==> config.mk <==
export PLATFORM = sky130hd
export DESIGN_NAME = zfpid_cfg
export DESIGN_NICKNAME = d
export VERILOG_FILES = /design/src/sv/zfpid_pkg.sv /design/src/sv/zfpid_cfg.sv
export SDC_FILE = /design/constraint.sdc
export NUM_CORES = 1
export LEC_CHECK = 0
export ABC_AREA = 1
export BUFFER_PORTS_ARGS = -buffer_cell sky130_fd_sc_hd__clkbuf_2
export CORE_ASPECT_RATIO = 1.75
export CORE_MARGIN = 5
export CORE_UTILIZATION = 36
export CTS_CLUSTER_DIAMETER = 120
export CTS_CLUSTER_SIZE = 8
export DETAILED_ROUTE_END_ITERATION = 7
export SLEW_MARGIN = 20
export SYNTH_ARGS = -nofsm -noshare
export SYNTH_HDL_FRONTEND = slang
export SYNTH_SLANG_ARGS = --single-unit
==> constraint.sdc <==
create_clock -name aclk -period 1.3 [get_ports aclk]
set_input_delay 0.065 -clock aclk [delete_from_list [all_inputs] [get_ports aclk]]
set_output_delay 0.065 -clock aclk [all_outputs]
set_load 0.01 [all_outputs]
==> src/sv/zfpid_pkg.sv <==
package zfpid_pkg;

    typedef enum logic [1:0] {
        MODE_INTEG  = 2'd0,
        MODE_PI     = 2'd1,
        MODE_PID    = 2'd2,
        MODE_PID_AW = 2'd3
    } mode_t;

    typedef enum logic [2:0] {
        REG_MODE      = 3'd0,
        REG_GAIN_P    = 3'd1,
        REG_GAIN_I    = 3'd2,
        REG_GAIN_D    = 3'd3,
        REG_SET_POINT = 3'd4,
        REG_INT_LIMIT = 3'd5
    } reg_idx_t;

    localparam logic signed [26:0] FULL_SCALE  = 27'sd65535;
    localparam logic [16:0]        SMALL_ERROR = 17'd100;
    // floor(x / 125) = (x * RECIP_125) >> RECIP_SHIFT, exact for x < 2**31
    localparam logic [31:0]        RECIP_125   = 32'd2199023256;
    localparam int                 RECIP_SHIFT = 38;

    typedef struct packed {
        mode_t              mode;
        logic signed [15:0] gain_p;
        logic signed [15:0] gain_i;
        logic signed [15:0] gain_d;
        logic signed [15:0] set_point;
        logic [15:0]        int_limit;
    } cfg_t;

    // operands for the multiplier stage
    typedef struct packed {
        logic signed [17:0] x1;
        logic signed [15:0] g1;
        logic signed [17:0] x2;
        logic signed [15:0] g2;
        logic signed [16:0] xi;
        logic signed [15:0] gi;
        logic               positional;
        logic               integ_en;
        logic signed [16:0] deviation;
    } op_t;

    typedef struct packed {
        logic signed [34:0] n_drive;
        logic signed [34:0] n_int;
        logic               positional;
        logic               integ_en;
        logic signed [16:0] deviation;
    } num_t;

    typedef struct packed {
        logic [30:0] mag;
        logic        inv;
        logic        neg;
    } div_prep_t;

    typedef struct packed {
        logic [24:0]        q_drive;
        logic               inv_drive;
        logic               neg_drive;
        logic [24:0]        q_int;
        logic               inv_int;
        logic               neg_int;
        logic               positional;
        logic               integ_en;
        logic signed [16:0] deviation;
    } quo_t;

    // split n/1000 into a shift by 3 and a magnitude for the /125 multiply
    function automatic div_prep_t div_prep(input logic signed [34:0] n,
                                           input logic trunc_mode);
        logic signed [34:0] x;
        logic signed [31:0] y;
        div_prep_t          r;
        r.neg = trunc_mode && n[34];
        x     = r.neg ? -n : n;
        y     = x[34:3];
        r.inv = y[31];
        r.mag = y[31] ? ~y[30:0] : y[30:0];
        return r;
    endfunction

    // floor of a negative value is the complement of floor of its complement
    function automatic logic signed [25:0] div_done(input logic [24:0] q,
                                                    input logic inv,
                                                    input logic neg);
        logic signed [25:0] r;
        r = {1'b0, q};
        if (inv) r = ~r;
        if (neg) r = -r;
        return r;
    endfunction

    function automatic logic [15:0] clamp_full(input logic signed [26:0] v);
        logic [15:0] r;
        if (v < 0) r = '0;
        else if (v > FULL_SCALE) r = 16'hFFFF;
        else r = v[15:0];
        return r;
    endfunction

endpackage

==> src/sv/zfpid_cfg.sv <==
module zfpid_cfg
    import zfpid_pkg::*;
(
    input  logic        aclk,
    input  logic        aresetn,
    input  logic        cfg_valid,
    output logic        cfg_ready,
    input  logic [2:0]  cfg_index,
    input  logic [15:0] cfg_data,
    output cfg_t        cfg
);

    cfg_t cfg_reg;

    assign cfg_ready = 1'b1;
    assign cfg       = cfg_reg;

    always_ff @(posedge aclk) begin
        if (!aresetn) begin
            cfg_reg.mode      <= MODE_INTEG;
            cfg_reg.gain_p    <= '0;
            cfg_reg.gain_i    <= '0;
            cfg_reg.gain_d    <= '0;
            cfg_reg.set_point <= '0;
            cfg_reg.int_limit <= '0;
        end else if (cfg_valid) begin
            unique case (reg_idx_t'(cfg_index))
                REG_MODE:      cfg_reg.mode      <= mode_t'(cfg_data[1:0]);
                REG_GAIN_P:    cfg_reg.gain_p    <= cfg_data;
                REG_GAIN_I:    cfg_reg.gain_i    <= cfg_data;
                REG_GAIN_D:    cfg_reg.gain_d    <= cfg_data;
                REG_SET_POINT: cfg_reg.set_point <= cfg_data;
                REG_INT_LIMIT: cfg_reg.int_limit <= cfg_data;
                default: begin
                end
            endcase
        end
    end

endmodule

==> impl_results.md <==
* Post-Syn Nets at 500
* Cell Chain, Critical Path: clkbuf_2
* Post-synthesis sequential area ratio at 49.4%
* Register Area at 0.00164 mm^2
* Clock Latency Late Sink at 0.33 ns
* Multi-input gate area at 0.00145 mm^2
* Max-cap check violation count at 0
* DRC at 0
* Hold/Removal Path Class: input port to flip-flop
* Most frequent cells in the layout: nor2_1 (165), clkbuf_2 (103), nand2_1 (87)
* Vias per std cell at 4.62
* Startpoint Class: flip-flop
* Worst Path Max Fanout at 2
* #FFs+latches synth at 82
* Asr flop ratio synth at 0%
* Area Overhead vs Synth at 27.2%
* Core Region at 0.00904 mm^2
* Initial drt markers at 139
* Initial DRT Pass Iterations at 4
* Routed WL per cell at 13.9 um
* Sequential Power Share at 46.7%
* Fin worst setup slack at 0.355 ns
* Final Slew Violations at 0
* Initial core utilization at 36.7%
* Most common cell after layout, fill and taps aside: nor2_1
* R2R Path End: cfg[39]$_SDFFE_PN0P_
* Layout cells sized above 1 at 23.8%
* Crit Reg-Reg Startpoint: cfg[39]$_SDFFE_PN0P_
* Worst hold endpoint: cfg[79]$_SDFFE_PN0P_
* Total grt overflow at 0
* Root Driver: clkbuf_16
* Cell-internal power at 4.26 mW
* Clock share of power at 42.4%
* Antenna diode count at 0
* Clock transition at path regs at 0.06 ns
* WHS at 0.138 ns
* DP Wirelength at 6.84 mm
* Routability congestion estimate at 0.822
* PD cells at 1340 mW/mm^2
* Vias in the first global route at 3035
* Final Net Count at 592
* Final setup viols at 0
* Min cycle time layout at 0.945 ns
* Die ar. at 0.0113 mm^2
* Critical hold path startpoint: cfg_data[15]
* Dpl cells at 679
* CP Capture Type: primary output
* YS warnings at 0
* Routed WL at 9.67 mm
* Placed Instance Area at 0.00394 mm^2
* Layout Cells excl Fill at 695
* F_max at 1060 MHz
* R2R Setup Slk at 0.69 ns
* CP Class: flip-flop to primary output
* Largest buffer count on any clock path at 2
* Post-Syn Instances at 478
* Vert. Die Dim at 137 um
* Setup Buffers After CTS at 0
* Number of flops mapped to enable cells by yosys at 0
* CP Data Required Time at 1.24 ns
* Total power at 5.68 mW
* Critical path's top delay family: flip-flops
* Row cnt at 46
* Worst slack, placed at 0.193 ns
* RSZ-0062 raised after global routing: no
* Setup TNS Final at 0 ns
* Layout Skew at 0 ns
* Combinational Power Share at 10.9%
* CP bufs+invs at 1
* Routed Antenna Nets at 0
* Initial antenna violation count at 0
* Post-CTS Hold Fix Bufs at 0
* DIE WIDTH at 82.6 um
* Top-Level Pins at 105
* Number of hold violations in the final report at 0
* FF-to-FF path depth at 2
* Outcome: completed
* WHS Path Cells at 5
* Ys flop type: dfxtp_1
* TritonCTS buffer count at 9
* Finished Core Util at 46.7%
* Leakage at 2.03 nW
* Largest net degree at the start of global routing at 83
* Switching Fraction at 24.9%
* Arr. time, crit path at 0.88 ns
* Post-Syn Area per Cell at 6.95 um^2
* CTS tree: built
* Post-route cell area at 0.00422 mm^2
* CTS resizes at 0
* Fillers at 988
* First-pass GRT wire length at 15.0 mm
* GRT Util Overall at 17.9%
* Port bufs at 103
* Psw at 1.42 mW
* Final worst-path cycle share at 72.7%
* Highest-delay cell along the critical path: dfxtp_1
* Post-Syn Area at 0.00332 mm^2
* VDD IR max at 760 uV
* Vias at 3209
* Htree depth at 3
* Max reg flops at 82
* Clock tree sinks at 82
* Distinct cell type count after synthesis at 15
* Critical Path Max Stage Delay at 0.39 ns
## area by class of cell
type | count | share of cell area [%]
flip-flops and latches | 82 | 38.9
multi-input cells | 345 | 34.3
repair buffers | 110 | 14.6
clock buffers | 14 | 6.49
well taps | 120 | 3.55
inverters | 22 | 1.95
clock inverters | 2 | 0.237
## synthesized netlist by cell type, types with 3 or more instances
cell type  instances  area [um^2]
nor2_1           166          623
nand2_1           87          327
dfxtp_1           82         1640
nand3_1           82          410
inv_1             19         71.3
buf_2             14         70.1
buf_1              7         26.3
buf_4              6         45.0
nor2_2             4         25.0
nor2_4             4         45.0
inv_2              3         11.3
## routing by layer
layer | GRT usage [%] | routed length (um) | part of all wire (%)
met3 | 4.02 | 648 | 6.7
met4 | 11.2 | 352 | 3.6
met2 | 30.0 | 5030 | 52
met1 | 19.8 | 3640 | 38
met5 | 0 | 0 | 0
## worst max path at each step
stage | startpoint | end | cells after the start
2_1_floorplan | cfg_index[2] | cfg[53]$_SDFFE_PN0P_ | 6
3_3_place_gp | cfg_index[2] | cfg[48]$_SDFFE_PN0P_ | 6
3_5_place_dp | cfg_index[2] | cfg[53]$_SDFFE_PN0P_ | 6
4_1_cts | cfg[39]$_SDFFE_PN0P_ | cfg[39] | 1
5_1_grt | cfg[39]$_SDFFE_PN0P_ | cfg[39] | 1
6_report | cfg[39]$_SDFFE_PN0P_ | cfg[39] | 1
## power by group through the flow
stage	clock network [mW]	logic, mW	registers, mW
after floorplan	0	0.350	2.74
after global placement	0	0.620	2.71
after detailed placement	0	0.627	2.71
after CTS	2.46	0.630	2.65
after global routing	2.58	0.698	2.66
final	2.41	0.621	2.65
## cells by family (layout without fill, tap and decap cells)
| kind of cell | Yosys count | in the layout | synth area share, % |
|---|---|---|---|
| buffers and inverters | 51 | 148 | 7.20 |
| flip-flops | 82 | 82 | 49.4 |
| other | 1 | 1 | 0.113 |
| AND/OR/NAND/NOR | 344 | 344 | 43.3 |
Note: power is estimated with default switching activity, not from simulation.
