$ cat config.mk
export PLATFORM = sky130hd
export DESIGN_NAME = zfpid_accum
export DESIGN_NICKNAME = d
export VERILOG_FILES = /design/src/sv/zfpid_pkg.sv /design/src/sv/zfpid_accum.sv
export SDC_FILE = /design/constraint.sdc
export NUM_CORES = 1
export LEC_CHECK = 0
export BUFFER_PORTS_ARGS = -buffer_cell sky130_fd_sc_hd__buf_2
export CELL_PAD_IN_SITES_DETAIL_PLACEMENT = 2
export CELL_PAD_IN_SITES_GLOBAL_PLACEMENT = 2
export CORE_UTILIZATION = 33
export CTS_CLUSTER_SIZE = 40
export DETAILED_ROUTE_END_ITERATION = 10
export PLACE_DENSITY = 0.9
export SETUP_SLACK_MARGIN = 0.3
export SLEW_MARGIN = 10
export SYNTH_ARGS = -nofsm -noshare
export SYNTH_HDL_FRONTEND = slang
export SYNTH_SLANG_ARGS = --single-unit
$ cat constraint.sdc
create_clock -name aclk -period 9.7 [get_ports aclk]
set_input_delay 0 -clock aclk [delete_from_list [all_inputs] [get_ports aclk]]
set_output_delay 0 -clock aclk [all_outputs]
set_load 0.03 [all_outputs]
$ cat src/sv/zfpid_pkg.sv
package zfpid_pkg;

    typedef enum logic [1:0] {
        MODE_INTEG  = 2'd0,
        MODE_PI     = 2'd1,
        MODE_PID    = 2'd2,
        MODE_PID_AW = 2'd3
    } mode_t;

    typedef enum logic [2:0] {
        REG_MODE      = 3'd0,
        REG_GAIN_P    = 3'd1,
        REG_GAIN_I    = 3'd2,
        REG_GAIN_D    = 3'd3,
        REG_SET_POINT = 3'd4,
        REG_INT_LIMIT = 3'd5
    } reg_idx_t;

    localparam logic signed [26:0] FULL_SCALE  = 27'sd65535;
    localparam logic [16:0]        SMALL_ERROR = 17'd100;
    // floor(x / 125) = (x * RECIP_125) >> RECIP_SHIFT, exact for x < 2**31
    localparam logic [31:0]        RECIP_125   = 32'd2199023256;
    localparam int                 RECIP_SHIFT = 38;

    typedef struct packed {
        mode_t              mode;
        logic signed [15:0] gain_p;
        logic signed [15:0] gain_i;
        logic signed [15:0] gain_d;
        logic signed [15:0] set_point;
        logic [15:0]        int_limit;
    } cfg_t;

    // operands for the multiplier stage
    typedef struct packed {
        logic signed [17:0] x1;
        logic signed [15:0] g1;
        logic signed [17:0] x2;
        logic signed [15:0] g2;
        logic signed [16:0] xi;
        logic signed [15:0] gi;
        logic               positional;
        logic               integ_en;
        logic signed [16:0] deviation;
    } op_t;

    typedef struct packed {
        logic signed [34:0] n_drive;
        logic signed [34:0] n_int;
        logic               positional;
        logic               integ_en;
        logic signed [16:0] deviation;
    } num_t;

    typedef struct packed {
        logic [30:0] mag;
        logic        inv;
        logic        neg;
    } div_prep_t;

    typedef struct packed {
        logic [24:0]        q_drive;
        logic               inv_drive;
        logic               neg_drive;
        logic [24:0]        q_int;
        logic               inv_int;
        logic               neg_int;
        logic               positional;
        logic               integ_en;
        logic signed [16:0] deviation;
    } quo_t;

    // split n/1000 into a shift by 3 and a magnitude for the /125 multiply
    function automatic div_prep_t div_prep(input logic signed [34:0] n,
                                           input logic trunc_mode);
        logic signed [34:0] x;
        logic signed [31:0] y;
        div_prep_t          r;
        r.neg = trunc_mode && n[34];
        x     = r.neg ? -n : n;
        y     = x[34:3];
        r.inv = y[31];
        r.mag = y[31] ? ~y[30:0] : y[30:0];
        return r;
    endfunction

    // floor of a negative value is the complement of floor of its complement
    function automatic logic signed [25:0] div_done(input logic [24:0] q,
                                                    input logic inv,
                                                    input logic neg);
        logic signed [25:0] r;
        r = {1'b0, q};
        if (inv) r = ~r;
        if (neg) r = -r;
        return r;
    endfunction

    function automatic logic [15:0] clamp_full(input logic signed [26:0] v);
        logic [15:0] r;
        if (v < 0) r = '0;
        else if (v > FULL_SCALE) r = 16'hFFFF;
        else r = v[15:0];
        return r;
    endfunction

endpackage

$ cat src/sv/zfpid_accum.sv
module zfpid_accum
    import zfpid_pkg::*;
(
    input  logic        aclk,
    input  logic        aresetn,
    input  logic        quo_valid,
    output logic        quo_ready,
    input  quo_t        quo,
    output logic        m_tvalid,
    input  logic        m_tready,
    output logic [39:0] m_tdata
);

    logic               out_valid_reg;
    logic [15:0]        drive_level_reg;
    logic [15:0]        drive_level_next;
    logic [15:0]        integral_reg;
    logic [15:0]        integral_next;
    logic signed [16:0] deviation_reg;

    logic               out_free;
    logic               load;
    logic signed [25:0] step;
    logic signed [25:0] istep;
    logic signed [26:0] integ_sum;
    logic signed [26:0] drive_sum;
    logic [15:0]        drive_base;

    assign out_free  = !out_valid_reg || m_tready;
    assign load      = quo_valid && out_free;
    assign quo_ready = out_free;
    assign m_tvalid  = out_valid_reg;
    assign m_tdata   = {7'b0, deviation_reg, drive_level_reg};

    assign step  = div_done(quo.q_drive, quo.inv_drive, quo.neg_drive);
    assign istep = div_done(quo.q_int, quo.inv_int, quo.neg_int);

    always_comb begin
        integ_sum     = {11'b0, integral_reg} + {istep[25], istep};
        integral_next = (quo.positional && quo.integ_en) ? clamp_full(integ_sum)
                                                         : integral_reg;
        // positional modes rebuild the drive from the integral
        drive_base       = quo.positional ? integral_next : drive_level_reg;
        drive_sum        = {11'b0, drive_base} + {step[25], step};
        drive_level_next = clamp_full(drive_sum);
    end

    always_ff @(posedge aclk) begin
        if (!aresetn) begin
            out_valid_reg   <= 1'b0;
            drive_level_reg <= '0;
            integral_reg    <= '0;
        end else begin
            if (out_free) out_valid_reg <= quo_valid;
            if (load) begin
                drive_level_reg <= drive_level_next;
                integral_reg    <= integral_next;
            end
        end
    end

    always_ff @(posedge aclk) begin
        if (load) deviation_reg <= quo.deviation;
    end

    assert property (@(posedge aclk) disable iff (!aresetn)
        !load |=> ($stable(drive_level_reg) && $stable(integral_reg)))
        else $error("loop state changed without a transfer");

    assert property (@(posedge aclk) disable iff (!aresetn)
        (load && !(quo.positional && quo.integ_en)) |=> $stable(integral_reg))
        else $error("integral changed while integration was off");

    assert property (@(posedge aclk) disable iff (!aresetn)
        (load && quo.positional && !quo.integ_en && $past(load))
            |=> (drive_level_reg == clamp_full({11'b0, integral_reg}
                                   + {$past(step[25]), $past(step)})))
        else $error("positional drive not built from the held integral");

endmodule
==> flow_summary.json <==
{
  "overflow": 0,
  "p_leak_nw": 3.24,
  "synth_top_cell_area_share_pct": 9.54,
  "synth_area_mm2": 0.00693,
  "cts_root_buf": "clkbuf_16",
  "htreeDepth": 2,
  "outcome": "finished clean",
  "vias": 7379,
  "core_mm2": 0.0204,
  "yosys_most_used_dff": "dfxtp_1",
  "dp_hpwl_um": 19400,
  "hold_viol": 0,
  "irDropWorstVdd_v": 0.0000909,
  "clkSinkCount": 50,
  "yosys.cell_count.top_type": "nand2_1",
  "fin_crit_ns": 8.32,
  "max_cap_viol_count": 0,
  "busiest_layer": "met2",
  "ant_nets": 0,
  "cts_resized": 0,
  "io_buffers": 111,
  "dr.first_iter.drc_count": 284,
  "die_h_um": 147,
  "ys_top_cells_by_count": "nand2_1 (84), a21oi_1 (78), nor2_1 (68)",
  "cp.required_ns": 9.90,
  "async_reset_ff_share_pct": 0,
  "clock_path_buffers": 2,
  "cts_tree": "yes",
  "synth_top_area_cell": "dfxtp_1",
  "grtUsageMet3_pct": 2.64,
  "setup_violations": 0,
  "reg2reg_depth": 22,
  "setup_tns_ns": 0,
  "die_width_um": 147,
  "synth_edf_count": 17,
  "area_growth_pct": 13.9,
  "max_stage_delay_ns": 0.75,
  "row_count": 52,
  "initial_core_util_pct": 33.9,
  "grt_max_degree": 75,
  "grt_pass1_wl_um": 40500,
  "arrival_ns": 8.52,
  "relSlewSlack_pct": 28.1,
  "antenna_found_initial": 1,
  "crit_type": "in2reg",
  "avgSynthCellArea_um2": 7.65,
  "wirelength_um": 25100,
  "p_per_area_mw_per_mm2": 117,
  "ys_seq_area_share_pct": 16.9,
  "io_pins": 119,
  "first_pass_iters": 4,
  "synth_cell_types": 81,
  "met2_usage_pct": 43.1,
  "grt_pass1_vias": 7851,
  "n_antenna_cell": 0,
  "grt_usage_pct": 23.0,
  "clk_latency_ns": 0.30,
  "die_area_mm2": 0.0216,
  "largest_reg_flops": 17,
  "worstMarginPinSlew_ns": 1.07,
  "place_ws_ns": 1.21,
  "end_kind": "flop",
  "cp-start-kind": "input pin",
  "syn_inst": 906,
  "worstPathMaxFanout": 32,
  "timing.fmax_mhz": 120,
  "finClkSkew_ns": 0.00824,
  "finalCritPeriodShare_pct": 85.8,
  "routabilityCongestion": 0.824,
  "drc": 0,
  "via_per_inst": 5.87,
  "synth_area_leaders": "dfxtp_1 (9.5%), xnor2_1 (7.6%), edfxtp_1 (7.4%), ha_1 (6.9%), a21oi_1 (5.6%)",
  "setup_ws_ns": 1.38,
  "drive_gt1_share_pct": 16.5,
  "hold_path.class": "in2reg",
  "use_met1_pct": 27.7,
  "clkTransAtPathRegs_ns": 0.07,
  "yosysWarnings": 0,
  "rsz0062_at_grt": "false",
  "synth-seq-cells": 50,
  "holdPathStages": 2,
  "wl_per_cell_um": 20.0,
  "worst_path_max_delay_cell": "o41ai_1",
  "maxSlewViolCount": 0,
  "fin_nets": 1103,
  "numCtsBuffers": 5
}
[where the power goes]
part	internal [W]	total, W	switching, W
sequential	0.000230	0.000244	0.0000135
clock	0.000123	0.000210	0.0000867
combinational	0.000176	0.000472	0.000296
total	0.000530	0.000926	0.000396
[stage by stage]
| step | utilization, % | hold slack, ns | total power (W) | instances | cell area, um2 |
|---|---|---|---|---|---|
| floorplan | - | 0.0989 | 0.000576 | 912 | 6950 |
| global route | 38.6 | 0.0252 | 0.000983 | 1257 | 7890 |
| detailed placement | 36.9 | 0.179 | 0.000705 | 1231 | 7530 |
| CTS | 38.6 | 0.0135 | 0.000927 | 1257 | 7890 |
| global placement | 36.9 | 0.176 | 0.000682 | 1231 | 7530 |
| finish | 38.6 | 0.0141 | 0.000926 | 1257 | 7890 |
[worst max-delay path: cells and delay by family]
kind            cells  cell delay (ns)
compound gates     13             4.15
xor+xnor            1             0.08
fa+ha+maj           2             0.66
buf+inv             2             0.86
simple gates       12             2.74
[logic make-up after synthesis]
| kind of cell | share of synthesized area (%) |
|---|---|
| mux | 2.24 |
| buf+inv | 5.76 |
| fa+ha+maj | 7.44 |
| simple gates | 22.9 |
| xor+xnor | 12.6 |
| other cells | 0.0541 |
| flops | 16.9 |
| compound gates | 32.1 |
[area by class of cell]
class	count	area, um2
fill	2409	12500
multi-input combinational	781	5390
sequential	50	1170
timing repair buffer	133	766
tap	270	338
clock buffer	5	125
inverter	15	56.3
clock inverter	3	47.5
[worst paths after layout]
check | startpoint | endpoint | slack (ns)
worst min register to register | drive_level_reg[2]$_SDFFE_PN0P_ | drive_level_reg[2]$_SDFFE_PN0P_ | 0.51
worst min-delay path | aresetn | m_tvalid$_SDFFE_PN0N_ | 0.01
worst max-delay path | quo[20] | drive_level_reg[12]$_SDFFE_PN0P_ | 1.38
worst max register to register | integral_reg[0]$_SDFFE_PN0P_ | drive_level_reg[12]$_SDFFE_PN0P_ | 2.63
[routing by layer]
metal,vias up,part of all wire (%)
met5,-,0.052
met4,2,1.9
met3,40,3.5
met2,169,51
met1,3620,43
li1,3548,-
[cell usage in the layout (no fill, tap or decap), types with 30 or more instances in the layout]
cell type,Yosys,layout
buf_2,10,111
nand2_1,84,84
a21oi_1,78,78
nor2_1,68,68
xnor2_1,60,60
o21ai_0,39,39
ha_1,38,38
xor2_1,37,37
dfxtp_1,33,33
nand3_1,30,30
[repair_timing]
action                    in CTS  in global routing
hold buffers                  18                  0
buffers inserted               0                  0
hold endpoints to repair      18                  0
(Power assumes the default switching activity.)
