==> src/sv/zfpid_pkg.sv <==
package zfpid_pkg;

    typedef enum logic [1:0] {
        MODE_INTEG  = 2'd0,
        MODE_PI     = 2'd1,
        MODE_PID    = 2'd2,
        MODE_PID_AW = 2'd3
    } mode_t;

    typedef enum logic [2:0] {
        REG_MODE      = 3'd0,
        REG_GAIN_P    = 3'd1,
        REG_GAIN_I    = 3'd2,
        REG_GAIN_D    = 3'd3,
        REG_SET_POINT = 3'd4,
        REG_INT_LIMIT = 3'd5
    } reg_idx_t;

    localparam logic signed [26:0] FULL_SCALE  = 27'sd65535;
    localparam logic [16:0]        SMALL_ERROR = 17'd100;
    // floor(x / 125) = (x * RECIP_125) >> RECIP_SHIFT, exact for x < 2**31
    localparam logic [31:0]        RECIP_125   = 32'd2199023256;
    localparam int                 RECIP_SHIFT = 38;

    typedef struct packed {
        mode_t              mode;
        logic signed [15:0] gain_p;
        logic signed [15:0] gain_i;
        logic signed [15:0] gain_d;
        logic signed [15:0] set_point;
        logic [15:0]        int_limit;
    } cfg_t;

    // operands for the multiplier stage
    typedef struct packed {
        logic signed [17:0] x1;
        logic signed [15:0] g1;
        logic signed [17:0] x2;
        logic signed [15:0] g2;
        logic signed [16:0] xi;
        logic signed [15:0] gi;
        logic               positional;
        logic               integ_en;
        logic signed [16:0] deviation;
    } op_t;

    typedef struct packed {
        logic signed [34:0] n_drive;
        logic signed [34:0] n_int;
        logic               positional;
        logic               integ_en;
        logic signed [16:0] deviation;
    } num_t;

    typedef struct packed {
        logic [30:0] mag;
        logic        inv;
        logic        neg;
    } div_prep_t;

    typedef struct packed {
        logic [24:0]        q_drive;
        logic               inv_drive;
        logic               neg_drive;
        logic [24:0]        q_int;
        logic               inv_int;
        logic               neg_int;
        logic               positional;
        logic               integ_en;
        logic signed [16:0] deviation;
    } quo_t;

    // split n/1000 into a shift by 3 and a magnitude for the /125 multiply
    function automatic div_prep_t div_prep(input logic signed [34:0] n,
                                           input logic trunc_mode);
        logic signed [34:0] x;
        logic signed [31:0] y;
        div_prep_t          r;
        r.neg = trunc_mode && n[34];
        x     = r.neg ? -n : n;
        y     = x[34:3];
        r.inv = y[31];
        r.mag = y[31] ? ~y[30:0] : y[30:0];
        return r;
    endfunction

    // floor of a negative value is the complement of floor of its complement
    function automatic logic signed [25:0] div_done(input logic [24:0] q,
                                                    input logic inv,
                                                    input logic neg);
        logic signed [25:0] r;
        r = {1'b0, q};
        if (inv) r = ~r;
        if (neg) r = -r;
        return r;
    endfunction

    function automatic logic [15:0] clamp_full(input logic signed [26:0] v);
        logic [15:0] r;
        if (v < 0) r = '0;
        else if (v > FULL_SCALE) r = 16'hFFFF;
        else r = v[15:0];
        return r;
    endfunction

endpackage

==> src/sv/zfpid_mult.sv <==
module zfpid_mult
    import zfpid_pkg::*;
(
    input  logic aclk,
    input  logic aresetn,
    input  logic op_valid,
    output logic op_ready,
    input  op_t  op,
    output logic quo_valid,
    input  logic quo_ready,
    output quo_t quo
);

    logic  num_valid_reg;
    num_t  num_reg;
    num_t  num_next;
    logic  quo_valid_reg;
    quo_t  quo_reg;
    quo_t  quo_next;

    logic  num_free;
    logic  quo_free;
    logic  num_load;
    logic  quo_load;

    logic signed [33:0] p1;
    logic signed [33:0] p2;
    logic signed [32:0] p3;
    div_prep_t          prep_drive;
    div_prep_t          prep_int;
    logic [62:0]        prod_drive;
    logic [62:0]        prod_int;

    assign quo_free  = !quo_valid_reg || quo_ready;
    assign num_free  = !num_valid_reg || quo_free;
    assign num_load  = op_valid && num_free;
    assign quo_load  = num_valid_reg && quo_free;
    assign op_ready  = num_free;
    assign quo_valid = quo_valid_reg;
    assign quo       = quo_reg;

    // gain products
    assign p1 = op.x1 * op.g1;
    assign p2 = op.x2 * op.g2;
    assign p3 = op.xi * op.gi;

    always_comb begin
        num_next            = '0;
        num_next.n_drive    = {p1[33], p1} + {p2[33], p2};
        num_next.n_int      = {{2{p3[32]}}, p3};
        num_next.positional = op.positional;
        num_next.integ_en   = op.integ_en;
        num_next.deviation  = op.deviation;
    end

    // division by 1000 as a shift and a reciprocal multiply
    assign prep_drive = div_prep(num_reg.n_drive, !num_reg.positional);
    assign prep_int   = div_prep(num_reg.n_int, 1'b0);
    assign prod_drive = prep_drive.mag * RECIP_125;
    assign prod_int   = prep_int.mag * RECIP_125;

    always_comb begin
        quo_next            = '0;
        quo_next.q_drive    = prod_drive[62:RECIP_SHIFT];
        quo_next.inv_drive  = prep_drive.inv;
        quo_next.neg_drive  = prep_drive.neg;
        quo_next.q_int      = prod_int[62:RECIP_SHIFT];
        quo_next.inv_int    = prep_int.inv;
        quo_next.neg_int    = prep_int.neg;
        quo_next.positional = num_reg.positional;
        quo_next.integ_en   = num_reg.integ_en;
        quo_next.deviation  = num_reg.deviation;
    end

    always_ff @(posedge aclk) begin
        if (!aresetn) begin
            num_valid_reg <= 1'b0;
            quo_valid_reg <= 1'b0;
        end else begin
            if (num_free) num_valid_reg <= op_valid;
            if (quo_free) quo_valid_reg <= num_valid_reg;
        end
    end

    always_ff @(posedge aclk) begin
        if (num_load) num_reg <= num_next;
        if (quo_load) quo_reg <= quo_next;
    end

    // a stalled stage keeps its item
    assert property (@(posedge aclk) disable iff (!aresetn)
        (num_valid_reg && !quo_free) |=> (num_valid_reg && $stable(num_reg)))
        else $error("multiplier stage lost a stalled item");

endmodule

==> config.mk <==
export PLATFORM = sky130hd
export DESIGN_NAME = zfpid_mult
export DESIGN_NICKNAME = d
export VERILOG_FILES = /design/src/sv/zfpid_pkg.sv /design/src/sv/zfpid_mult.sv
export SDC_FILE = /design/constraint.sdc
export NUM_CORES = 2
export LEC_CHECK = 0
export BUFFER_PORTS_ARGS = -buffer_cell sky130_fd_sc_hd__buf_2
export CAP_MARGIN = 10
export CORE_MARGIN = 4
export CORE_UTILIZATION = 60
export DETAILED_ROUTE_END_ITERATION = 12
export PLACE_DENSITY = 0.74
export SYNTH_ARGS = -nofsm -noshare
export SYNTH_HDL_FRONTEND = slang
export SYNTH_SLANG_ARGS = --single-unit
==> constraint.sdc <==
create_clock -name aclk -period 12.8 [get_ports aclk]
set_input_delay 2.56 -clock aclk [delete_from_list [all_inputs] [get_ports aclk]]
set_output_delay 2.56 -clock aclk [all_outputs]
set_load 0.02 [all_outputs]
==> results.txt <==
Routed WL - 152,000 microns
Crit start category - flop
Initial DRC Count - 2,372
Worst Tran Pin Value - 1180 ps
Hold Path Cell Cnt - 0
RR Endpoint - quo[72]
Worst clock skew - 22.6 ps
Min Tclk post-route - 11,240 ps
HPWL Detailed - 131,000 microns
Required @ worst endpoint - 13,050 ps
Clock latency on the worst-skew pair - 500 ps
Post-synth cell types - 86
Fin cells - 7,955
Max reg flops - 84
Async S/R FF share, synth - 0
Critical path type - flop to flop
First-pass GRT wire length - 251,000 microns
Setup_tns - 0 ps
Worst flop-to-flop path startpoint - num_reg[57]
Final core utilization - 0.637
CP max-delay cell - clkinv_2
Number of enable flip-flop cells after synthesis - 154
Nets - 9,107
Setup-failing EPs final - 0
Input/output buffers - 195
Outcome - complete, no violations
Worst setup path endpoint - quo[72]
HP Class - flop to flop
CP dominant cell by count - fa_1
Crit share post-route - 0.878
CTS sink cnt - 156
CP peak stage delay - 720 ps
Area of the multi-input gates - 52,100 sq um
Total core area - 106,000 sq um
Post-Synthesis Cells - 6,445
Final Wtd Congestion - 0.970
Starting Density - 0.608
Largest net degree at the start of global routing - 70
Sequential-to-total area share from yosys stat - 0.0725
Root buffer selected by CTS - clkbuf_16
TritonCTS clock tree - done
Most common cell after layout, fill and taps aside - inv_1
Filler instances - 8,569
First-pass detailed-route iteration total - 5
Die Ht - 335 microns
Relative slew slack - 0.211
DR vias - 43,000
Die Width - 335 microns
WP depth - 34
Final hold violations - 0
Post-CTS Hold Buffers - 0
Longest Clk Path Bufs - 2
Die area - 113,000 sq um
CP delay by family, top - adder cells
Post-CTS sizing - 0
RSZ-0062 raised after global routing - false
R2r worst-path depth - 34
Max-cap violations - 0
Data arrival, critical path - 11,500 ps
Cell row count - 119
Placed cells - 7,919
H-Tree Depth - 4
Upper clock frequency limit - 0.0890 GHz
CTS buffer count - 17
CP startpoint - num_reg[57]
Initial antenna violation count - 5
Critical Path Sink Type - flop
Reg clk slew, reported paths - 90 ps
DRC viols - 0
Total global routing overflow - 0
Yosys reg bits - 156
Yosys Warn Count - 0
Share of cells above drive strength 1 - 0.0474
WL/cell - 19.1 microns
ANT nets after route - 0
Crit-path max FO - 40
Most frequent cells in the layout - inv_1 (1,848), fa_1 (1,471), ha_1 (965), nand2_1 (616), and2_1 (271)
I/O pin cnt - 199
Area delta synth->final - 4.77%
Bufs and invs on worst path - 7
Syn Area/Cell - 9.98 sq um
Fin. max-slew vios - 0
Cell area after synthesis - 64,300 sq um
R2R setup slack - 1560 ps
FF/Latch Area - 4660 sq um
Vias in the first global route - 47,900
Main synth FF type - edfxtp_1
Post-CTS setup buffer count - 0
GRT Util Overall - 0.285
DR vias/cell - 5.41
[kinds of logic after synthesis]
group           count (synthesis)  synth area share
fa+ha+maj                    2436             0.645
xor+xnor                      237            0.0325
mux                             5          0.000797
simple gates                 1207            0.0902
flops                         156            0.0725
buf+inv                      2013             0.119
compound gates                390            0.0397
other cells                     1         0.0000583
[synthesized netlist by cell type (4+ instances only)]
library cell	number	share of area
o21a_1	26	0.0030
a221o_1	6	0.00093
xor2_1	91	0.012
a211oi_1	13	0.0015
nor2b_1	18	0.0018
buf_1	4	0.00023
edfxtp_1	154	0.072
nand2_1	616	0.036
o21bai_1	18	0.0021
o211ai_1	7	0.00082
and4_1	4	0.00054
ha_1	965	0.19
or2_2	8	0.00078
fa_1	1471	0.46
a221oi_1	6	0.00082
nand4_1	20	0.0019
or3_1	12	0.0012
a31oi_1	10	0.00097
buf_4	5	0.00058
o31ai_1	12	0.0014
inv_1	1848	0.11
nor4_1	5	0.00049
nand3_1	23	0.0018
mux2i_1	4	0.00062
a21oi_1	103	0.0080
and2_1	272	0.026
a211o_1	4	0.00054
nor3_1	31	0.0024
a21o_1	72	0.0084
nand2b_1	60	0.0058
nor2_1	102	0.0060
xnor2_1	144	0.020
clkbuf_1	143	0.0083
o21ai_0	74	0.0058
and3_1	12	0.0012
o311ai_0	4	0.00054
buf_2	4	0.00031
[worst min-delay path by stage]
stage | start | to | slack (ps)
2_1_floorplan | num_reg[0] | quo[0] | 400
3_3_place_gp | num_reg[1] | quo[1] | 400
3_5_place_dp | num_reg[14] | quo[14] | 400
4_1_cts | num_reg[2] | quo[2] | 420
5_1_grt | num_reg[3] | quo[3] | 430
6_report | num_reg[2] | quo[2] | 420
[cell type report]
class	instances	area share
flip-flops and latches	156	0.0692
clock buffers	17	0.00631
multi-input cells	4278	0.773
clock inverters	15	0.00303
repair buffers	243	0.0198
diodes	4	0.000149
inverters	1851	0.103
well taps	1391	0.0258
[worst reg2reg max path: cells and delay by family, from the launching register on]
family,cells,cell delay [ps]
adders and majority gates,9,4110
AOI/OAI and AO/OA,10,2520
buffers and inverters,7,1020
xor gates and xnor gates,1,430
DFF,1,400
and+or+nand+nor,7,2490
[per-stage QoR]
| step | hold slack (ps) | worst slack (ps) | cell area [sq um] |
|---|---|---|---|
| final | 422 | 1560 | 67400 |
| after global routing | 431 | 1020 | 67400 |
| after CTS | 422 | 1590 | 67400 |
| after detailed placement | 405 | 1590 | 66800 |
| after global placement | 401 | 1730 | 66800 |
| after floorplan | 400 | 2860 | 64300 |
[routing by layer]
layer  track usage  vias up  share of wire
li1              -    19400              -
met3        0.0446      285          0.066
met4        0.0874        2          0.032
met1         0.377    22000           0.41
met2         0.488     1335           0.49
met5             0        -       0.000086
Power is left out: the tool's default activity adds up to more than one toggle a clock period on the data nets, which glitch-free logic cannot reach.
