File: config.mk
export PLATFORM = sky130hd
export DESIGN_NAME = zfpid_front
export DESIGN_NICKNAME = d
export VERILOG_FILES = /design/src/sv/zfpid_pkg.sv /design/src/sv/zfpid_front.sv
export SDC_FILE = /design/constraint.sdc
export NUM_CORES = 1
export LEC_CHECK = 0
export ABC_AREA = 0
export CELL_PAD_IN_SITES_DETAIL_PLACEMENT = 1
export CELL_PAD_IN_SITES_GLOBAL_PLACEMENT = 2
export CORE_MARGIN = 2
export CORE_UTILIZATION = 44
export DETAILED_ROUTE_END_ITERATION = 6
export DONT_BUFFER_PORTS = 1
export HOLD_SLACK_MARGIN = 0.1
export PLACE_DENSITY = 0.95
export SLEW_MARGIN = 0
export SYNTH_ARGS = -nofsm -noshare
export SYNTH_HDL_FRONTEND = slang
export SYNTH_SLANG_ARGS = --single-unit
File: constraint.sdc
create_clock -name aclk -period 7.7 [get_ports aclk]
set_input_delay 0.77 -clock aclk [delete_from_list [all_inputs] [get_ports aclk]]
set_output_delay 0.77 -clock aclk [all_outputs]
set_load 0.01 [all_outputs]
File: src/sv/zfpid_pkg.sv
package zfpid_pkg;

    typedef enum logic [1:0] {
        MODE_INTEG  = 2'd0,
        MODE_PI     = 2'd1,
        MODE_PID    = 2'd2,
        MODE_PID_AW = 2'd3
    } mode_t;

    typedef enum logic [2:0] {
        REG_MODE      = 3'd0,
        REG_GAIN_P    = 3'd1,
        REG_GAIN_I    = 3'd2,
        REG_GAIN_D    = 3'd3,
        REG_SET_POINT = 3'd4,
        REG_INT_LIMIT = 3'd5
    } reg_idx_t;

    localparam logic signed [26:0] FULL_SCALE  = 27'sd65535;
    localparam logic [16:0]        SMALL_ERROR = 17'd100;
    // floor(x / 125) = (x * RECIP_125) >> RECIP_SHIFT, exact for x < 2**31
    localparam logic [31:0]        RECIP_125   = 32'd2199023256;
    localparam int                 RECIP_SHIFT = 38;

    typedef struct packed {
        mode_t              mode;
        logic signed [15:0] gain_p;
        logic signed [15:0] gain_i;
        logic signed [15:0] gain_d;
        logic signed [15:0] set_point;
        logic [15:0]        int_limit;
    } cfg_t;

    // operands for the multiplier stage
    typedef struct packed {
        logic signed [17:0] x1;
        logic signed [15:0] g1;
        logic signed [17:0] x2;
        logic signed [15:0] g2;
        logic signed [16:0] xi;
        logic signed [15:0] gi;
        logic               positional;
        logic               integ_en;
        logic signed [16:0] deviation;
    } op_t;

    typedef struct packed {
        logic signed [34:0] n_drive;
        logic signed [34:0] n_int;
        logic               positional;
        logic               integ_en;
        logic signed [16:0] deviation;
    } num_t;

    typedef struct packed {
        logic [30:0] mag;
        logic        inv;
        logic        neg;
    } div_prep_t;

    typedef struct packed {
        logic [24:0]        q_drive;
        logic               inv_drive;
        logic               neg_drive;
        logic [24:0]        q_int;
        logic               inv_int;
        logic               neg_int;
        logic               positional;
        logic               integ_en;
        logic signed [16:0] deviation;
    } quo_t;

    // split n/1000 into a shift by 3 and a magnitude for the /125 multiply
    function automatic div_prep_t div_prep(input logic signed [34:0] n,
                                           input logic trunc_mode);
        logic signed [34:0] x;
        logic signed [31:0] y;
        div_prep_t          r;
        r.neg = trunc_mode && n[34];
        x     = r.neg ? -n : n;
        y     = x[34:3];
        r.inv = y[31];
        r.mag = y[31] ? ~y[30:0] : y[30:0];
        return r;
    endfunction

    // floor of a negative value is the complement of floor of its complement
    function automatic logic signed [25:0] div_done(input logic [24:0] q,
                                                    input logic inv,
                                                    input logic neg);
        logic signed [25:0] r;
        r = {1'b0, q};
        if (inv) r = ~r;
        if (neg) r = -r;
        return r;
    endfunction

    function automatic logic [15:0] clamp_full(input logic signed [26:0] v);
        logic [15:0] r;
        if (v < 0) r = '0;
        else if (v > FULL_SCALE) r = 16'hFFFF;
        else r = v[15:0];
        return r;
    endfunction

endpackage

File: src/sv/zfpid_front.sv
module zfpid_front
    import zfpid_pkg::*;
(
    input  logic        aclk,
    input  logic        aresetn,
    input  cfg_t        cfg,
    input  logic        s_tvalid,
    output logic        s_tready,
    input  logic [15:0] s_tdata,
    input  logic        s_tuser,
    output logic        op_valid,
    input  logic        op_ready,
    output op_t         op
);

    logic               smp_valid_reg;
    logic signed [15:0] sample_reg;
    logic               first_reg;
    logic               op_valid_reg;
    op_t                op_reg;
    op_t                op_next;
    logic signed [16:0] prev_err_reg;

    logic               smp_ready;
    logic               op_free;
    logic               op_load;
    logic signed [16:0] err;
    logic signed [16:0] err_bias;
    logic signed [16:0] e_quart;
    logic signed [16:0] e0;
    logic signed [16:0] p_sel;
    logic [16:0]        err_abs;

    assign op_free   = !op_valid_reg || op_ready;
    assign smp_ready = !smp_valid_reg || op_free;
    assign op_load   = smp_valid_reg && op_free;
    assign s_tready  = smp_ready;
    assign op_valid  = op_valid_reg;
    assign op        = op_reg;

    assign err      = {cfg.set_point[15], cfg.set_point} - {sample_reg[15], sample_reg};
    assign err_abs  = err[16] ? 17'(-err) : 17'(err);
    // divide by 4 toward zero
    assign err_bias = err[16] ? err + 17'sd3 : err;
    assign e_quart  = err_bias >>> 2;
    assign e0       = (err_abs < SMALL_ERROR) ? e_quart : err;
    assign p_sel    = first_reg ? err : prev_err_reg;

    always_comb begin
        op_next            = '0;
        op_next.xi         = err;
        op_next.gi         = cfg.gain_i;
        op_next.deviation  = -err;
        op_next.integ_en   = (cfg.mode == MODE_PID) || (err_abs < {1'b0, cfg.int_limit});
        unique case (cfg.mode)
            MODE_INTEG: begin
                op_next.x1 = {e0[16], e0};
                op_next.g1 = cfg.gain_i;
                op_next.x2 = '0;
                op_next.g2 = cfg.gain_p;
            end
            MODE_PI: begin
                op_next.x1 = {err[16], err} + {p_sel[16], p_sel};
                op_next.g1 = cfg.gain_i;
                op_next.x2 = {err[16], err} - {p_sel[16], p_sel};
                op_next.g2 = cfg.gain_p;
            end
            MODE_PID, MODE_PID_AW: begin
                op_next.positional = 1'b1;
                op_next.x1 = {err[16], err};
                op_next.g1 = cfg.gain_p;
                op_next.x2 = first_reg ? 18'sd0
                                       : {err[16], err} - {prev_err_reg[16], prev_err_reg};
                op_next.g2 = cfg.gain_d;
            end
            default: begin
            end
        endcase
    end

    always_ff @(posedge aclk) begin
        if (!aresetn) begin
            smp_valid_reg <= 1'b0;
            op_valid_reg  <= 1'b0;
            prev_err_reg  <= '0;
        end else begin
            if (smp_ready) smp_valid_reg <= s_tvalid;
            if (op_free) op_valid_reg <= smp_valid_reg;
            if (op_load) prev_err_reg <= err;
        end
    end

    always_ff @(posedge aclk) begin
        if (s_tvalid && smp_ready) begin
            sample_reg <= s_tdata;
            first_reg  <= s_tuser;
        end
        if (op_load) op_reg <= op_next;
    end

endmodule

==> summary.md <==
| Metric | Value |
|---|---|
| Initial antenna violation count | `0` |
| Yosys reg bits | `155` |
| CTS tree | `built` |
| Final min period | `5.19 ns` |
| Crit Path Max Fanout | `28` |
| IO Port Bufs | `0` |
| Syn nets | `1252` |
| Die Y | `160 µm` |
| Crit start category | `register` |
| Via/cell ratio | `5.88` |
| Clock Sinks | `155` |
| Post-synth top area share | `0.382` |
| Syn Area/Cell | `10.1 µm²` |
| Final setup violating endpoints | `0` |
| Post-synth EDFFs | `136` |
| Fin nets | `1235` |
| Leakage Power | `4.45 nW` |
| Root Driver | `clkbuf_16` |
| Worst path max stage delay | `0.44 ns` |
| CORE AREA | `24100 µm²` |
| Largest net degree at the start of global routing | `79` |
| Layout cell share with drive strength beyond 1 | `0.123` |
| Async SR Flop Fraction | `0` |
| DRC viols | `0` |
| Final Hold Fails | `0` |
| CTS H-Tree Depth | `4` |
| Synth warn | `0` |
| Max-cap violations | `0` |
| Syn-to-layout area delta | `8.56%` |
| Top-Level Pins | `225` |
| PD cells | `270 nW/µm²` |
| DR iter-0 viols | `538` |
| Pins Over Slew Limit | `0` |
| Post-Route Setup TNS | `0 ns` |
| CP Launch Point | `sample_reg[0]` |
| Pre-CTS WS | `2.13 ns` |
| M1 WL | `13100 µm` |
| Die Span X | `160 µm` |
| Die footprint | `25600 µm²` |
| Mapped Area | `10700 µm²` |
| Max-slew headroom | `0.344` |
| Synth area leader | `edfxtp_1` |
| DR WL/cell | `22.7 µm` |
| First-pass GRT wire length | `48900 µm` |
| Total grt overflow | `0` |
| Antenna-violating nets left | `0` |
| Synth area leaders | `edfxtp_1 38%, ha_1 9.8%, xnor2_1 4.9%` |
| Met3 routed WL | `2080 µm` |
| Maximum clock insertion buffer count | `2` |
| Total track usage | `0.247` |
| Max Freq | `193 MHz` |
| Largest register FFs | `119` |
| Hold Crit Start | `s_tdata[5]` |
| Post_cts resized | `0` |
| Reg-to-reg startpoint | `sample_reg[0]` |
| Starting Density | `0.443` |
| Seq/Total Area, Yosys | `0.418` |
| Uppermost layer routed | `met4` |
| Met2 wire len | `15600 µm` |
| TritonRoute pass-1 iters | `7` |
| Fin crit share | `0.674` |
| Final worst slack | `2.51 ns` |
| Most frequent cells in the layout | `136 x edfxtp_1, 95 x inv_1, 87 x nand2_1` |
| Crit path capture type | `register` |
| Critical Path, Cell by Cell | `ha_1, fa_1, nand2b_1, a21oi_1, o22a_1, a21boi_1, o21bai_1, buf_4, inv_2, nand2_1, o21ai_0, ha_1, a21boi_0, o21a_1, o21a_1, o21ai_0, nand2b_1, a21oi_1, o21ai_0, a21oi_1, o21ai_0, nor4b_1, o22ai_1` |
| RD Place Congestion | `0.846` |
| Hold Crit Class | `input port to register` |
| Unique masters post-synth | `98` |
| Post-CTS Setup Repair Bufs | `0` |
| Worst skew pair latency | `0.44 ns` |
| RSZ-0062 raised after global routing | `false` |
| Cell count after synthesis | `1061` |
| Outcome | `finished clean` |
| Drt total wl | `31400 µm` |
| Antenna cell count | `0` |
| Skew final | `0.0131 ns` |
| Vias | `8114` |
| Number of global-route vias before repair | `8444` |
| Post-cts hold buffer count | `0` |
| Clock-pin slew on the worst setup and hold paths | `0.08 ns` |
| CTS Buf Count | `17` |
| Num rows | `57` |
| Most common cell after layout, fill and taps aside | `edfxtp_1` |
| Measured slew at the worst slew-check pin | `0.985 ns` |
| Critical Path Most Common Cell | `o21ai_0` |
| Post-detail-place hpwl | `23600 µm` |
| Max stage delay cell, worst path | `fa_1` |
| Top_reg_cell synth | `edfxtp_1` |
| Peak supply drop | `166 µV` |
| Critical path required time | `7.97 ns` |
| CP Class | `register to register` |
| Crit path arrival time | `5.46 ns` |
[final cells by class]
| class | count | area (µm²) |
|---|---|---|
| Tap cell | 324 | 405 |
| Clock buffer | 17 | 425 |
| Clock inverter | 15 | 168 |
| Multi-Input combinational cell | 752 | 5630 |
| Sequential cell | 155 | 4460 |
| Inverter | 103 | 392 |
| Fill cell | 2666 | 12500 |
| Timing Repair Buffer | 15 | 113 |
[per-layer routing]
layer / up-vias / global-route usage
met5: - / 0
met4: 0 / 0.0749
met3: 40 / 0.0530
met2: 299 / 0.436
met1: 3962 / 0.303
li1: 3813 / -
[final timing paths]
path / endpoint / slack [ns] / cells after the start
setup / recovery: op[17] / 2.51 / 23
hold reg to reg: prev_err_reg[14] / 0.46 / 2
hold / removal: sample_reg[5] / 0.42 / 0
setup reg to reg: op[17] / 2.51 / 23
[critical path, delay by kind of cell, from the launching register on]
family	cells	cell delay (ns)
simple gates	4	0.63
flops	1	0.38
fa+ha+maj	3	0.99
buf+inv	2	0.51
compound gates	14	2.50
[cell usage after synthesis (6+ instances only)]
library cell  number
o22ai_1           15
edfxtp_1         136
a31oi_1            6
or2_2              6
nor2b_1           16
nand4_1            8
a211o_1            6
o211ai_1           7
a21boi_0          11
a21o_1            16
o21bai_1           7
a21oi_1           55
xor2_1            15
nor3_1            26
mux2i_1            8
ha_1              84
dfxtp_1           19
o21ai_0           41
nand2_1           87
a2111oi_0          7
mux2_2            33
and2_1             9
nand3_1           20
nand2b_1          16
xnor2_1           60
clkbuf_1          36
buf_1              7
inv_2              6
nor2_1            63
inv_1             95
[logic make-up after synthesis]
family,count (synthesis),share of synthesized area
XOR/XNOR,78,0.0660
AO/OA/AOI/OAI,254,0.172
multiplexers,41,0.0423
flip-flops,155,0.418
buffers and inverters,154,0.0564
AND/OR/NAND/NOR,291,0.140
adder cells (fa/ha/maj),88,0.106
[power breakdown]
part / internal, mW / switching, mW / leakage, nW / total (mW)
logic: 0.476 / 0.730 / 2.72 / 1.21
clock network: 0.438 / 0.423 / 0.292 / 0.861
registers: 1.01 / 0.0573 / 1.44 / 1.07
total: 1.93 / 1.21 / 4.45 / 3.14
[metrics by stage]
step / total power, mW / instances / hold slack [ns] / util / instance area [µm²]
4_1_cts: 3.16 / 1381 / 0.407 / 0.481 / 11600
3_5_place_dp: 2.28 / 1349 / 0.457 / 0.457 / 11000
6_report: 3.14 / 1381 / 0.419 / 0.481 / 11600
2_1_floorplan: 1.99 / 1061 / 0.443 / - / 10700
5_1_grt: 3.32 / 1381 / 0.406 / 0.481 / 11600
3_3_place_gp: 2.25 / 1349 / 0.450 / 0.457 / 11000
Note: power is estimated with default switching activity, not from simulation.
